### config.mk
export PLATFORM = sky130hd
export DESIGN_NAME = time_of_day_clock_with_alarm_core
export DESIGN_NICKNAME = d
export VERILOG_FILES = /design/src/rtl/tod_pkg.sv /design/src/rtl/tod_in_stage.sv /design/src/rtl/tod_time_state.sv /design/src/rtl/tod_out_stage.sv /design/src/rtl/time_of_day_clock_with_alarm_core.sv
export SDC_FILE = /design/constraint.sdc
export NUM_CORES = 1
export LEC_CHECK = 0
export ABC_AREA = 1
export BUFFER_PORTS_ARGS = -buffer_cell sky130_fd_sc_hd__buf_2
export CORE_MARGIN = 2
export CORE_UTILIZATION = 35
export CTS_CLUSTER_SIZE = 20
export DETAILED_ROUTE_END_ITERATION = 16
export SETUP_SLACK_MARGIN = 0.15
export SYNTH_ARGS = -nofsm -noshare
export SYNTH_HDL_FRONTEND = slang
export SYNTH_SLANG_ARGS = --single-unit
### constraint.sdc
create_clock -name clk_i -period 6.56 [get_ports clk_i]
set_clock_uncertainty 0.05 [all_clocks]
set_input_delay 1.312 -clock clk_i [delete_from_list [all_inputs] [get_ports clk_i]]
set_output_delay 1.312 -clock clk_i [all_outputs]
set_load 0.01 [all_outputs]
### src/rtl/tod_pkg.sv
// Shared types, constants and helpers for the time-of-day clock core
// Used by every module of the block; depends on nothing
`timescale 1ns / 1ps
`default_nettype none

package tod_pkg;

  // request kinds
  typedef enum logic [1:0] {
    REQ_TICK     = 2'd0,
    REQ_SET_TIME = 2'd1,
    REQ_SET_ALRM = 2'd2,
    REQ_BUTTON   = 2'd3
  } tod_req_e;

  // limits of the time fields
  localparam logic [7:0] HoursPerDay = 8'd24;
  localparam logic [7:0] MinsPerHour = 8'd60;
  localparam logic [7:0] SecsPerMin  = 8'd60;
  localparam logic [4:0] HalfDay     = 5'd12;
  localparam logic [4:0] LastHour    = 5'd23;
  localparam logic [5:0] LastMinute  = 6'd59;
  localparam logic [5:0] LastSecond  = 6'd59;

  // reset values of the alarm setting
  localparam logic [4:0] AlarmHourRst   = 5'd7;
  localparam logic [5:0] AlarmMinuteRst = 6'd0;

  // one input transaction
  typedef struct packed {
    logic [1:0] req_type;
    logic [7:0] new_hour;
    logic [7:0] new_minute;
    logic [7:0] new_second;
    logic       button_pressed;
  } tod_req_t;

  // one result transaction
  typedef struct packed {
    logic [3:0]  show_hour12;
    logic        is_pm;
    logic [4:0]  show_hour24;
    logic [5:0]  show_minute;
    logic [5:0]  show_second;
    logic        alarm_led;
    logic        alarm_armed;
    logic        alarm_fired;
    logic [31:0] set_count;
  } tod_res_t;

  // 24-hour value to 12-hour dial, midnight shows as 12
  function automatic logic [3:0] to_hour12(input logic [4:0] hour24);
    logic [4:0] diff;
    diff = hour24 - HalfDay;
    if (hour24 == 5'd0) begin
      return HalfDay[3:0];
    end else if (hour24 <= HalfDay) begin
      return hour24[3:0];
    end else begin
      return diff[3:0];
    end
  endfunction

endpackage

`default_nettype wire

### src/rtl/tod_in_stage.sv
// Input register of the time-of-day clock core
// Holds one request until the time state can take it; uses tod_pkg
`timescale 1ns / 1ps
`default_nettype none

module tod_in_stage
  import tod_pkg::*;
(
  input  wire logic     clk_i,
  input  wire logic     rst_ni,
  input  wire logic     in_valid_i,
  output logic          in_stall_o,
  input  wire tod_req_t in_req_i,
  input  wire logic     advance_i,
  output logic          valid_o,
  output tod_req_t      req_o
);

  logic     valid_q, valid_d;
  tod_req_t req_q;
  logic     load;

  // accept a transaction when the register is empty or draining this cycle
  assign in_stall_o = valid_q & ~advance_i;
  assign load       = in_valid_i & ~in_stall_o;

  // occupancy
  always_comb begin
    valid_d = valid_q;
    if (load) begin
      valid_d = 1'b1;
    end else if (advance_i) begin
      valid_d = 1'b0;
    end
  end

  always_ff @(posedge clk_i or negedge rst_ni) begin
    if (!rst_ni) begin
      valid_q <= 1'b0;
    end else begin
      valid_q <= valid_d;
    end
  end

  // payload
  always_ff @(posedge clk_i) begin
    if (load) begin
      req_q <= in_req_i;
    end
  end

  assign valid_o = valid_q;
  assign req_o   = req_q;

endmodule

`default_nettype wire

### src/rtl/tod_time_state.sv
// Clock, alarm and set-counter state of the time-of-day clock core
// Applies one request per cycle while fire_i is high and forms its result; uses tod_pkg
`timescale 1ns / 1ps
`default_nettype none

module tod_time_state
  import tod_pkg::*;
(
  input  wire logic     clk_i,
  input  wire logic     rst_ni,
  input  wire logic     fire_i,
  input  wire tod_req_t req_i,
  output tod_res_t      res_o
);

  logic [4:0]  hour_q, hour_d;
  logic [5:0]  min_q, min_d;
  logic [5:0]  sec_q, sec_d;
  logic [4:0]  alm_hour_q, alm_hour_d;
  logic [5:0]  alm_min_q, alm_min_d;
  logic        armed_q, armed_d;
  logic        fired_q, fired_d;
  logic        led_q, led_d;
  logic [31:0] set_cnt_q, set_cnt_d;

  logic        sec_wrap, min_wrap;
  logic [4:0]  tick_hour;
  logic [5:0]  tick_min, tick_sec;
  logic        alarm_hit;
  logic [4:0]  in_hour;
  logic [5:0]  in_min, in_sec;

  // one-second advance with carries
  assign sec_wrap  = (sec_q == LastSecond);
  assign min_wrap  = sec_wrap & (min_q == LastMinute);
  assign tick_sec  = sec_wrap ? 6'd0 : sec_q + 6'd1;
  assign tick_min  = sec_wrap ? ((min_q == LastMinute) ? 6'd0 : min_q + 6'd1) : min_q;
  assign tick_hour = min_wrap ? ((hour_q == LastHour) ? 5'd0 : hour_q + 5'd1) : hour_q;
  assign alarm_hit = armed_q & ~fired_q & (tick_hour == alm_hour_q) &
                     (tick_min == alm_min_q);

  // out-of-range set values fall back to zero
  assign in_hour = (req_i.new_hour < HoursPerDay) ? req_i.new_hour[4:0] : 5'd0;
  assign in_min  = (req_i.new_minute < MinsPerHour) ? req_i.new_minute[5:0] : 6'd0;
  assign in_sec  = (req_i.new_second < SecsPerMin) ? req_i.new_second[5:0] : 6'd0;

  // next state per request kind
  always_comb begin
    hour_d     = hour_q;
    min_d      = min_q;
    sec_d      = sec_q;
    alm_hour_d = alm_hour_q;
    alm_min_d  = alm_min_q;
    armed_d    = armed_q;
    fired_d    = fired_q;
    led_d      = led_q;
    set_cnt_d  = set_cnt_q;
    if (fire_i) begin
      unique case (req_i.req_type)
        REQ_TICK: begin
          hour_d = tick_hour;
          min_d  = tick_min;
          sec_d  = tick_sec;
          if (alarm_hit) begin
            led_d   = 1'b1;
            fired_d = 1'b1;
          end
        end
        REQ_SET_TIME: begin
          hour_d    = in_hour;
          min_d     = in_min;
          sec_d     = in_sec;
          set_cnt_d = set_cnt_q + 32'd1;
        end
        REQ_SET_ALRM: begin
          alm_hour_d = in_hour;
          alm_min_d  = in_min;
          armed_d    = 1'b1;
          fired_d    = 1'b0;
          led_d      = 1'b0;
        end
        REQ_BUTTON: begin
          if (req_i.button_pressed) begin
            led_d = 1'b0;
          end
        end
        default: begin
          led_d = led_q;
        end
      endcase
    end
  end

  always_ff @(posedge clk_i or negedge rst_ni) begin
    if (!rst_ni) begin
      hour_q     <= 5'd0;
      min_q      <= 6'd0;
      sec_q      <= 6'd0;
      alm_hour_q <= AlarmHourRst;
      alm_min_q  <= AlarmMinuteRst;
      armed_q    <= 1'b0;
      fired_q    <= 1'b0;
      led_q      <= 1'b0;
      set_cnt_q  <= 32'd0;
    end else begin
      hour_q     <= hour_d;
      min_q      <= min_d;
      sec_q      <= sec_d;
      alm_hour_q <= alm_hour_d;
      alm_min_q  <= alm_min_d;
      armed_q    <= armed_d;
      fired_q    <= fired_d;
      led_q      <= led_d;
      set_cnt_q  <= set_cnt_d;
    end
  end

  // result shows the state after the request
  always_comb begin
    res_o.show_hour12 = to_hour12(hour_d);
    res_o.is_pm       = (hour_d >= HalfDay);
    res_o.show_hour24 = hour_d;
    res_o.show_minute = min_d;
    res_o.show_second = sec_d;
    res_o.alarm_led   = led_d;
    res_o.alarm_armed = armed_d;
    res_o.alarm_fired = fired_d;
    res_o.set_count   = set_cnt_d;
  end

endmodule

`default_nettype wire

### src/rtl/tod_out_stage.sv
// Result register of the time-of-day clock core
// Holds one result until the consumer takes it; uses tod_pkg
`timescale 1ns / 1ps
`default_nettype none

module tod_out_stage
  import tod_pkg::*;
(
  input  wire logic     clk_i,
  input  wire logic     rst_ni,
  input  wire logic     load_i,
  input  wire tod_res_t res_i,
  output logic          ready_o,
  output logic          out_valid_o,
  input  wire logic     out_stall_i,
  output tod_res_t      out_res_o
);

  logic     valid_q, valid_d;
  tod_res_t res_q;

  // free when empty or when the held result leaves this cycle
  assign ready_o = ~valid_q | ~out_stall_i;

  always_comb begin
    valid_d = valid_q;
    if (load_i) begin
      valid_d = 1'b1;
    end else if (!out_stall_i) begin
      valid_d = 1'b0;
    end
  end

  always_ff @(posedge clk_i or negedge rst_ni) begin
    if (!rst_ni) begin
      valid_q <= 1'b0;
    end else begin
      valid_q <= valid_d;
    end
  end

  // payload
  always_ff @(posedge clk_i) begin
    if (load_i) begin
      res_q <= res_i;
    end
  end

  assign out_valid_o = valid_q;
  assign out_res_o   = res_q;

endmodule

`default_nettype wire

### src/rtl/time_of_day_clock_with_alarm_core.sv
// Top level of the time-of-day clock core with one-shot alarm
// Instantiates tod_in_stage, tod_time_state and tod_out_stage; uses tod_pkg
`timescale 1ns / 1ps
`default_nettype none

// Each request (tick, set time, set alarm, button sample) gives exactly one result
// transaction: the 12/24-hour time, alarm LED, armed and fired flags and the set-time
// count as they stand after the request. A request is first registered in the input
// register at acceptance, then applied to the clock state when the result register
// loads its result, which the result register then offers until it is taken. One
// request per clock is sustained while out_stall_i stays low; the throughput is set
// by the single state update between the input register and the result register.
// Stall on the output holds the result register and then the input register before
// in_stall_o rises.

module time_of_day_clock_with_alarm_core
  import tod_pkg::*;
(
  input  wire logic     clk_i,
  input  wire logic     rst_ni,
  input  wire logic     in_valid_i,
  output logic          in_stall_o,
  input  wire tod_req_t in_req_i,
  output logic          out_valid_o,
  input  wire logic     out_stall_i,
  output tod_res_t      out_res_o
);

  logic     req_valid;
  tod_req_t req;
  logic     out_ready;
  logic     fire;
  tod_res_t res_next;

  // a request moves into the state when the result register can take its result
  assign fire = req_valid & out_ready;

  tod_in_stage u_in_stage (
    .clk_i      (clk_i),
    .rst_ni     (rst_ni),
    .in_valid_i (in_valid_i),
    .in_stall_o (in_stall_o),
    .in_req_i   (in_req_i),
    .advance_i  (fire),
    .valid_o    (req_valid),
    .req_o      (req)
  );

  tod_time_state u_time_state (
    .clk_i  (clk_i),
    .rst_ni (rst_ni),
    .fire_i (fire),
    .req_i  (req),
    .res_o  (res_next)
  );

  tod_out_stage u_out_stage (
    .clk_i       (clk_i),
    .rst_ni      (rst_ni),
    .load_i      (fire),
    .res_i       (res_next),
    .ready_o     (out_ready),
    .out_valid_o (out_valid_o),
    .out_stall_i (out_stall_i),
    .out_res_o   (out_res_o)
  );

endmodule

`default_nettype wire

==> metrics.md, run 1 <==
| Metric | Value |
|---|---|
| Hold Crit Class | register to register |
| Peak VDD IR | about 0.18 mV |
| Tcrit/Tclk final | between 50% and 60% |
| Ys Warns | 0 |
| Cts repair resizes | 0 |
| Fin nets | about 740 |
| Vias after detailed routing | approximately 4300 |
| Max Freq | 0.289 GHz |
| Post-Synth Simple-Gate Area | 21.3% |
| Worst Path Buf+Inv | 2 |
| Crit-path cells | buf_2 -> nand2_2 -> nand2_4 -> inv_4 -> nand2_2 -> a22oi_1 -> o21ai_1 -> ha_1 -> nand3_2 -> nand2_1 -> nand2_1 -> nand3_1 |
| Top_reg_cell synth | edfxtp_1 |
| Post-CTS Hold Fix Bufs | 0 |
| Worst Hold Slack | about 0.42 ns |
| Gpl congestion | approximately 0.86 |
| Vias per std cell | between 4 and 5 |
| Syn Inst Count | 595 |
| Largest net degree at the start of global routing | 66 |
| Clock Latency Late Sink | 0.42 ns |
| XOR/XNOR share of the synthesized area | 4.57% |
| Max-Cap Viols | 0 |
| I/O pin count | 90 |
| Compound-Gate Fraction of Synth Area | under 10% |
| First-pass GRT wire length | approximately 21000 um |
| Crit-path max cell delay | about 0.59 ns |
| Vias in the first global route | about 4300 |
| Reg clk slew, reported paths | 0.06 ns |
| Core Rows | a little under 50 |
| Post-layout util | 43.1% |
| CP max FO | 61 |
| Seq/Total Area, Yosys | a little under two thirds |
| Clock sinks | ~150 |
| DP Area | slightly above 7000 um2 |
| Cell variety after synth | 40 |
| Post-Syn Area | around 6500 um2 |
| Pins Over Slew Limit | 0 |
| Startpoint types | input pin |
| Grt ovf | 0 |
| Drt wl/cell | 13.9 um |
| Pleak | around 3.5 nW |
| GRT Util Overall | between 10 and 15% |
| Post-DRT Antenna Nets | 0 |
| DR iter-0 viols | about 230 |
| Main combinational cell family by area after synthesis | simple AND/OR/NAND/NOR gates |
| H-tree depth | 4 |
| Setup TNS | 0 ns |
| Finished Layout Cells | 940 |
| Setup crit end kind | register |
| Syn Nets | 632 |
| CTS Buf Count | 17 |
| RSZ-0062 raised after global routing | false |
| Share of flip-flops with an asynchronous set or reset | ~44% |
| Starting Density | 35.9% |
| Yosys reg bits | 149 |
| Critical path's slowest cell | inv_4 |
| Rel. slew slack | 26.7% |
| Final Critical Period | 3.46 ns |
| Syn avg cell area | 11.0 um2 |
| PortBufs | 89 |
| Number of detailed-routing iterations run before antenna repair | 4 |
| CORE AREA | around 18000 um2 |
| CTS root buffer | clkbuf_16 |
| Status | finished, final reports clean |
| Die height | roughly 140 um |
| Die area | 19700 um2 |
| Final setup fails | 0 |
| Mux cell area share after synthesis | 0% |
| Adder-Cell Fraction of Synth Area | approximately 1.2% |
| Required time of the worst setup path | roughly 6.7 ns |
| Largest delay contributor family on the critical path | simple AND/OR/NAND/NOR gates |
| Final Instance Area | around 7800 um2 |
| Share of post-route cells with drive strength above 1 | about a quarter |
| Ant diodes | 0 |
| Setup bufs post-CTS | 0 |
| CTS tree | built |
| Post-synth EDFFs | 84 |
| Crit Path Class | input pin to register |
| Power Dens Cells | 325 nW/um2 |
| Final hold violations | 0 |
| DR DRC count | 0 |
| Routed WL | roughly 13000 um |
| Worst-Margin Slew | roughly 1.1 ns |
| DP Cell Count | around 910 |
| HPWL Detailed | a little over 9000 um |
| CTS Buffer Depth | 2 |
| FF-to-FF path depth | 11 |
| WHS Path Cells | 1 |
| Antenna violations before repair | 0 |
| Critical Path AT | 3.57 ns |
| DIE WIDTH | about 140 um |
| Area grow syn2layout | 20.1% |
| Stages on the worst setup path | 12 |
==> synth_stat cells, types with 7 or more instances <==
cell      instances  share of area, %
nand2_1         149               8.6
edfxtp_1         84                39
dfrtp_1          62                24
inv_1            62               3.6
nand3_1          40               3.1
nor2_1           30               1.7
xor2_1           21               2.8
o21ai_0          18               1.4
nand4_1          13               1.2
xnor2_1          13               1.7
nor2_2           10              0.96
nand2_2           9              0.86
nor3_1            7              0.54
==> layer usage <==
metal | global-route usage (%) | vias up | share of wire [%]
met1 | 17.9 | 2019 | 46
met4 | 4.79 | 0 | 1.3
met2 | 22.9 | 99 | 48
met5 | 0 | - | 0
met3 | 3.73 | 11 | 4.6
li1 | - | 2219 | -
==> power by group <==
group,internal (mW),switching (mW)
logic,0.120,0.215
clock network,0.635,0.378
registers,1.13,0.0689
total,1.88,0.662
==> registers in the layout (all words and copies together) (netlist names) <==
signal / count
u_out_stage.out_res_o: 57
u_time_state.armed_q: 1
u_time_state.set_cnt_q: 32
u_in_stage.valid_o: 1
u_time_state.hour_q: 5
u_time_state.alm_hour_q: 5
u_time_state.fired_q: 1
u_out_stage.out_valid_o: 1
u_time_state.led_q: 1
u_time_state.alm_min_q: 6
u_time_state.sec_q: 6
u_time_state.min_q: 6
u_in_stage.req_o: 27
==> through the flow <==
step,power (mW),setup WS [ns]
2_1_floorplan,1.42,3.25
3_3_place_gp,1.55,2.70
3_5_place_dp,1.55,2.60
4_1_cts,2.57,3.05
5_1_grt,2.67,2.83
6_report,2.54,3.10
==> cell usage in the layout, fill, tap and decap left out, types with 9 or more instances in the layout <==
| cell | n |
|---|---|
| nand2_2 | 9 |
| clkbuf_16 | 17 |
| edfxtp_1 | 84 |
| nor2_2 | 10 |
| inv_1 | 62 |
| nand4_1 | 13 |
| nor2_1 | 30 |
| xor2_1 | 21 |
| xnor2_1 | 13 |
| buf_2 | 89 |
| dfrtp_1 | 62 |
| o21ai_0 | 18 |
| nand3_1 | 40 |
| nand2_1 | 149 |
==> cells by family after synthesis <==
family	after synthesis
fa+ha+maj	6
xor+xnor	34
simple gates	286
flops	149
compound gates	43
buf+inv	77
==> final cells by class <==
class,count,area [um2]
Inverter,71,272
Tap cell,229,287
Fill cell,1723,10300
Clock buffer,19,433
Clock inverter,13,183
Timing Repair Buffer,90,453
Sequential cell,149,4150
Multi-Input combinational cell,369,2050
==> worst paths after layout <==
path	start	to	slack [ns]
max	out_stall_i	u_out_stage.out_res_o[55]	3.10
min	u_time_state.set_cnt_q[31]	u_time_state.set_cnt_q[31]	0.42
max reg2reg	u_time_state.sec_q[0]	u_out_stage.out_res_o[56]	3.69
min reg2reg	u_time_state.set_cnt_q[31]	u_time_state.set_cnt_q[31]	0.42
max in group asynchronous	rst_ni	u_time_state.hour_q[4]	4.88
min in group asynchronous	rst_ni	u_time_state.set_cnt_q[6]	1.04
==> worst register-to-register path: cells and delay by family, from the launching register on <==
family	cells	cell delay (ns)
DFF	1	0.39
and+or+nand+nor	7	1.23
adders and majority gates	2	0.50
AOI/OAI and AO/OA	1	0.33
buffers and inverters	1	0.11
Note: power is estimated with default switching activity, not from simulation.
==> run 2, diff against run 1 <==
==> constraint.sdc (replaced) <==
create_clock -name clk_i -period 3.45 [get_ports clk_i]
set_clock_uncertainty 0.05 [all_clocks]
set_input_delay 0.69 -clock clk_i [delete_from_list [all_inputs] [get_ports clk_i]]
set_output_delay 0.69 -clock clk_i [all_outputs]
set_load 0.01 [all_outputs]
==> run 2 against run 1 <==
Against the previous run:
- hold slack worse by 0.13 ns
- register-to-register slack worse by 2.9 ns
- clock-buffer cell count down 1
- global-route usage up 0.51 points
- combinational power up 93%
- cell area up 0.22%
- final cell count up 0.21%
- flip-flop and latch count unchanged
- largest cell class unchanged
- largest power group unchanged
==> metrics.md, run 2 (synthesis gave the netlist of run 1 again) <==
| Metric | Value |
|---|---|
| Status | finished, final reports clean |
| Pleak | 3.46 nW (+0.20%) |
| Gpl congestion | 0.838 (-2.3%) |
| Number of detailed-routing iterations run before antenna repair | 4 (unchanged) |
| Critical Path AT | 2.78 ns (-0.79 ns) |
| Core Rows | 49 (unchanged) |
| RSZ-0062 raised after global routing | false |
| HPWL Detailed | 9480 um (+2.9%) |
| Required time of the worst setup path | 3.57 ns (-3.10 ns) |
| PortBufs | 89 (unchanged) |
| Ant diodes | 0 (unchanged) |
| Max Freq | roughly 0.38 GHz |
| Tcrit/Tclk final | roughly 77% |
| Die area | 19700 um2 (unchanged) |
| Grt ovf | 0 (unchanged) |
| Final Instance Area | 7840 um2 (+0.22%) |
| DIE WIDTH | 140 um (unchanged) |
| Setup TNS | 0 ns (unchanged) |
| Rel. slew slack | 46.7% (+20 points) |
| Switching Share | 26.3% (+0.26 points) |
| Peak VDD IR | 0.368 mV (+100%) |
| Setup bufs post-CTS | 0 (unchanged) |
| Reg clk slew, reported paths | 0.07 ns (about the same) |
| I/O pin count | 90 (unchanged) |
| Crit-path max cell delay | 0.39 ns (-0.20 ns) |
| CTS root buffer | clkbuf_16 |
| CTS Buffer Depth | 2 (unchanged) |
| Vias in the first global route | 4471 (+5.2%) |
| CTS tree | built |
| R2R Path End | u_out_stage.out_res_o[56] |
| Worst-Margin Slew | 0.799 ns (-0.300 ns) |
| Pre-CTS WS | 0.694 ns (-1.91 ns) |
| DR DRC count | 0 (unchanged) |
| GRT Util Overall | 14.4% (+0.51 points) |
| Pins Over Slew Limit | 0 (unchanged) |
| Fin nets | 738 (+0.41%) |
| CORE AREA | 18100 um2 (unchanged) |
| FF-to-FF path depth | 12 (+1) |
| Vias per std cell | 4.66 (+0.71%) |
| H-tree depth | 4 (unchanged) |
| Starting Density | 35.9% (unchanged) |
| DP Area | 7240 um2 (+0.49%) |
| Hold Crit Class | input pin to async pin |
| Fillers | 1757 (+2.0%) |
| Critical path's slowest cell | dfrtp_1 |
| Antenna violations before repair | 0 (unchanged) |
| Final hold violations | 0 (unchanged) |
| Largest net degree at the start of global routing | 61 (-7.6%) |
| Worst Path Buf+Inv | 2 (unchanged) |
| Cts repair resizes | 0 (unchanged) |
| Combinational share of power | 13.5% (+0.3 points) |
| Max reg flops | 57 (unchanged) |
| Crit Path Class | register to register |
| Area grow syn2layout | 20.3% |
| Reg power frac | 47.5% (+0.5 points) |
| Most common cell after layout, fill and taps aside | nand2_1 |
| Routed WL | 13300 um (+1.9%) |
| Drt wl/cell | 14.1 um (+1.7%) |
| DR iter-0 viols | 197 (-13%) |
| Reg-to-Reg Start | u_time_state.sec_q[0] |
| Crit-path cells | ha_1 -> nand2_1 -> nor2_2 -> buf_4 -> nand2_2 -> nand2_1 -> nand2_1 -> o21ai_1 -> inv_1 -> ha_1 -> nand3_1 -> nand3_1 |
| Reg-to-reg slack, setup | 0.80 ns (-2.89 ns) |
| Setup crit end kind | register |
| CP max FO | 11 (-82%) |
| Clock Latency Late Sink | 0.43 ns (about the same) |
| Final Critical Period | between 2 and 3 ns |
| P_sw | 1.26 mW (+90%) |
| Final setup fails | 0 (unchanged) |
| Vias after detailed routing | 4388 (+0.92%) |
| Die height | 140 um (unchanged) |
| Share of post-route cells with drive strength above 1 | 24.4% (+0.49 points) |
| Commonest non-fill, non-tap cells in the layout | nand2_1, buf_2, edfxtp_1 |
| Power Dens Cells | 609 nW/um2 (+87%) |
| Max-Cap Viols | 0 (unchanged) |
| First-pass GRT wire length | 22300 um (+4.8%) |
| Internal power | 3.52 mW (+87%) |
| Setup WS post-layout | 0.796 ns (-2.31 ns) |
| Post-CTS Hold Fix Bufs | 0 (unchanged) |
| Top cell by count, worst path | nand2_1 |
| Clock sinks | 149 (unchanged) |
| Largest delay contributor family on the critical path | simple AND/OR/NAND/NOR gates |
| Clock power frac | 39.0% (-0.8 points) |
| CTS Buf Count | 17 (unchanged) |
| Startpoint types | register |
| Post-DRT Antenna Nets | 0 (unchanged) |
run 2: power by group through the flow:
stage	Combinational [mW]	Sequential [mW]	Clock [mW]
after CTS	0.662	2.27	1.90
after detailed placement	0.658	2.30	0
after global routing	0.740	2.30	1.98
after floorplan	0.390	2.32	0
after global placement	0.654	2.31	0
final	0.647	2.27	1.86
run 2: how the worst max path moves through the flow:
stage | startpoint | to | slack [ns] | depth (start not counted)
2_1_floorplan | out_stall_i | u_out_stage.out_res_o[55] | 0.76 | 12
3_3_place_gp | out_stall_i | u_out_stage.out_res_o[56] | 0.80 | 10
3_5_place_dp | out_stall_i | u_out_stage.out_res_o[56] | 0.69 | 10
4_1_cts | u_time_state.sec_q[0] | u_out_stage.out_res_o[56] | 0.82 | 12
5_1_grt | u_time_state.sec_q[0] | u_out_stage.out_res_o[56] | 0.58 | 12
6_report | u_time_state.sec_q[0] | u_out_stage.out_res_o[56] | 0.80 | 12
run 2: area by class of cell:
type | instances | area, um2 | share of cell area, %
Timing Repair Buffer | 93 | 488 | 6.22
Tap cell | 229 | 287 | 3.65
Multi-Input combinational cell | 369 | 2050 | 26.1
Inverter | 71 | 272 | 3.46
Clock inverter | 13 | 159 | 2.03
Clock buffer | 18 | 439 | 5.60
Sequential cell | 149 | 4150 | 53.0
run 2: layer usage:
metal	share of wire, %	GRT usage, %	routed length, um
met2	47	23.5	6260
met1	47	19.0	6320
met5	0	0	0
met3	4.5	3.73	595
met4	1.1	4.63	146
run 2: per-stage QoR:
stage / instances / total power, mW / hold slack, ns / util, %
finish: 942 / 4.78 / 0.291 / 43.2
global route: 942 / 5.01 / 0.356 / 43.2
CTS: 942 / 4.84 / 0.322 / 43.2
detailed placement: 911 / 2.96 / 0.407 / 39.9
global placement: 911 / 2.96 / 0.409 / 39.9
floorplan: 595 / 2.71 / 0.344 / -
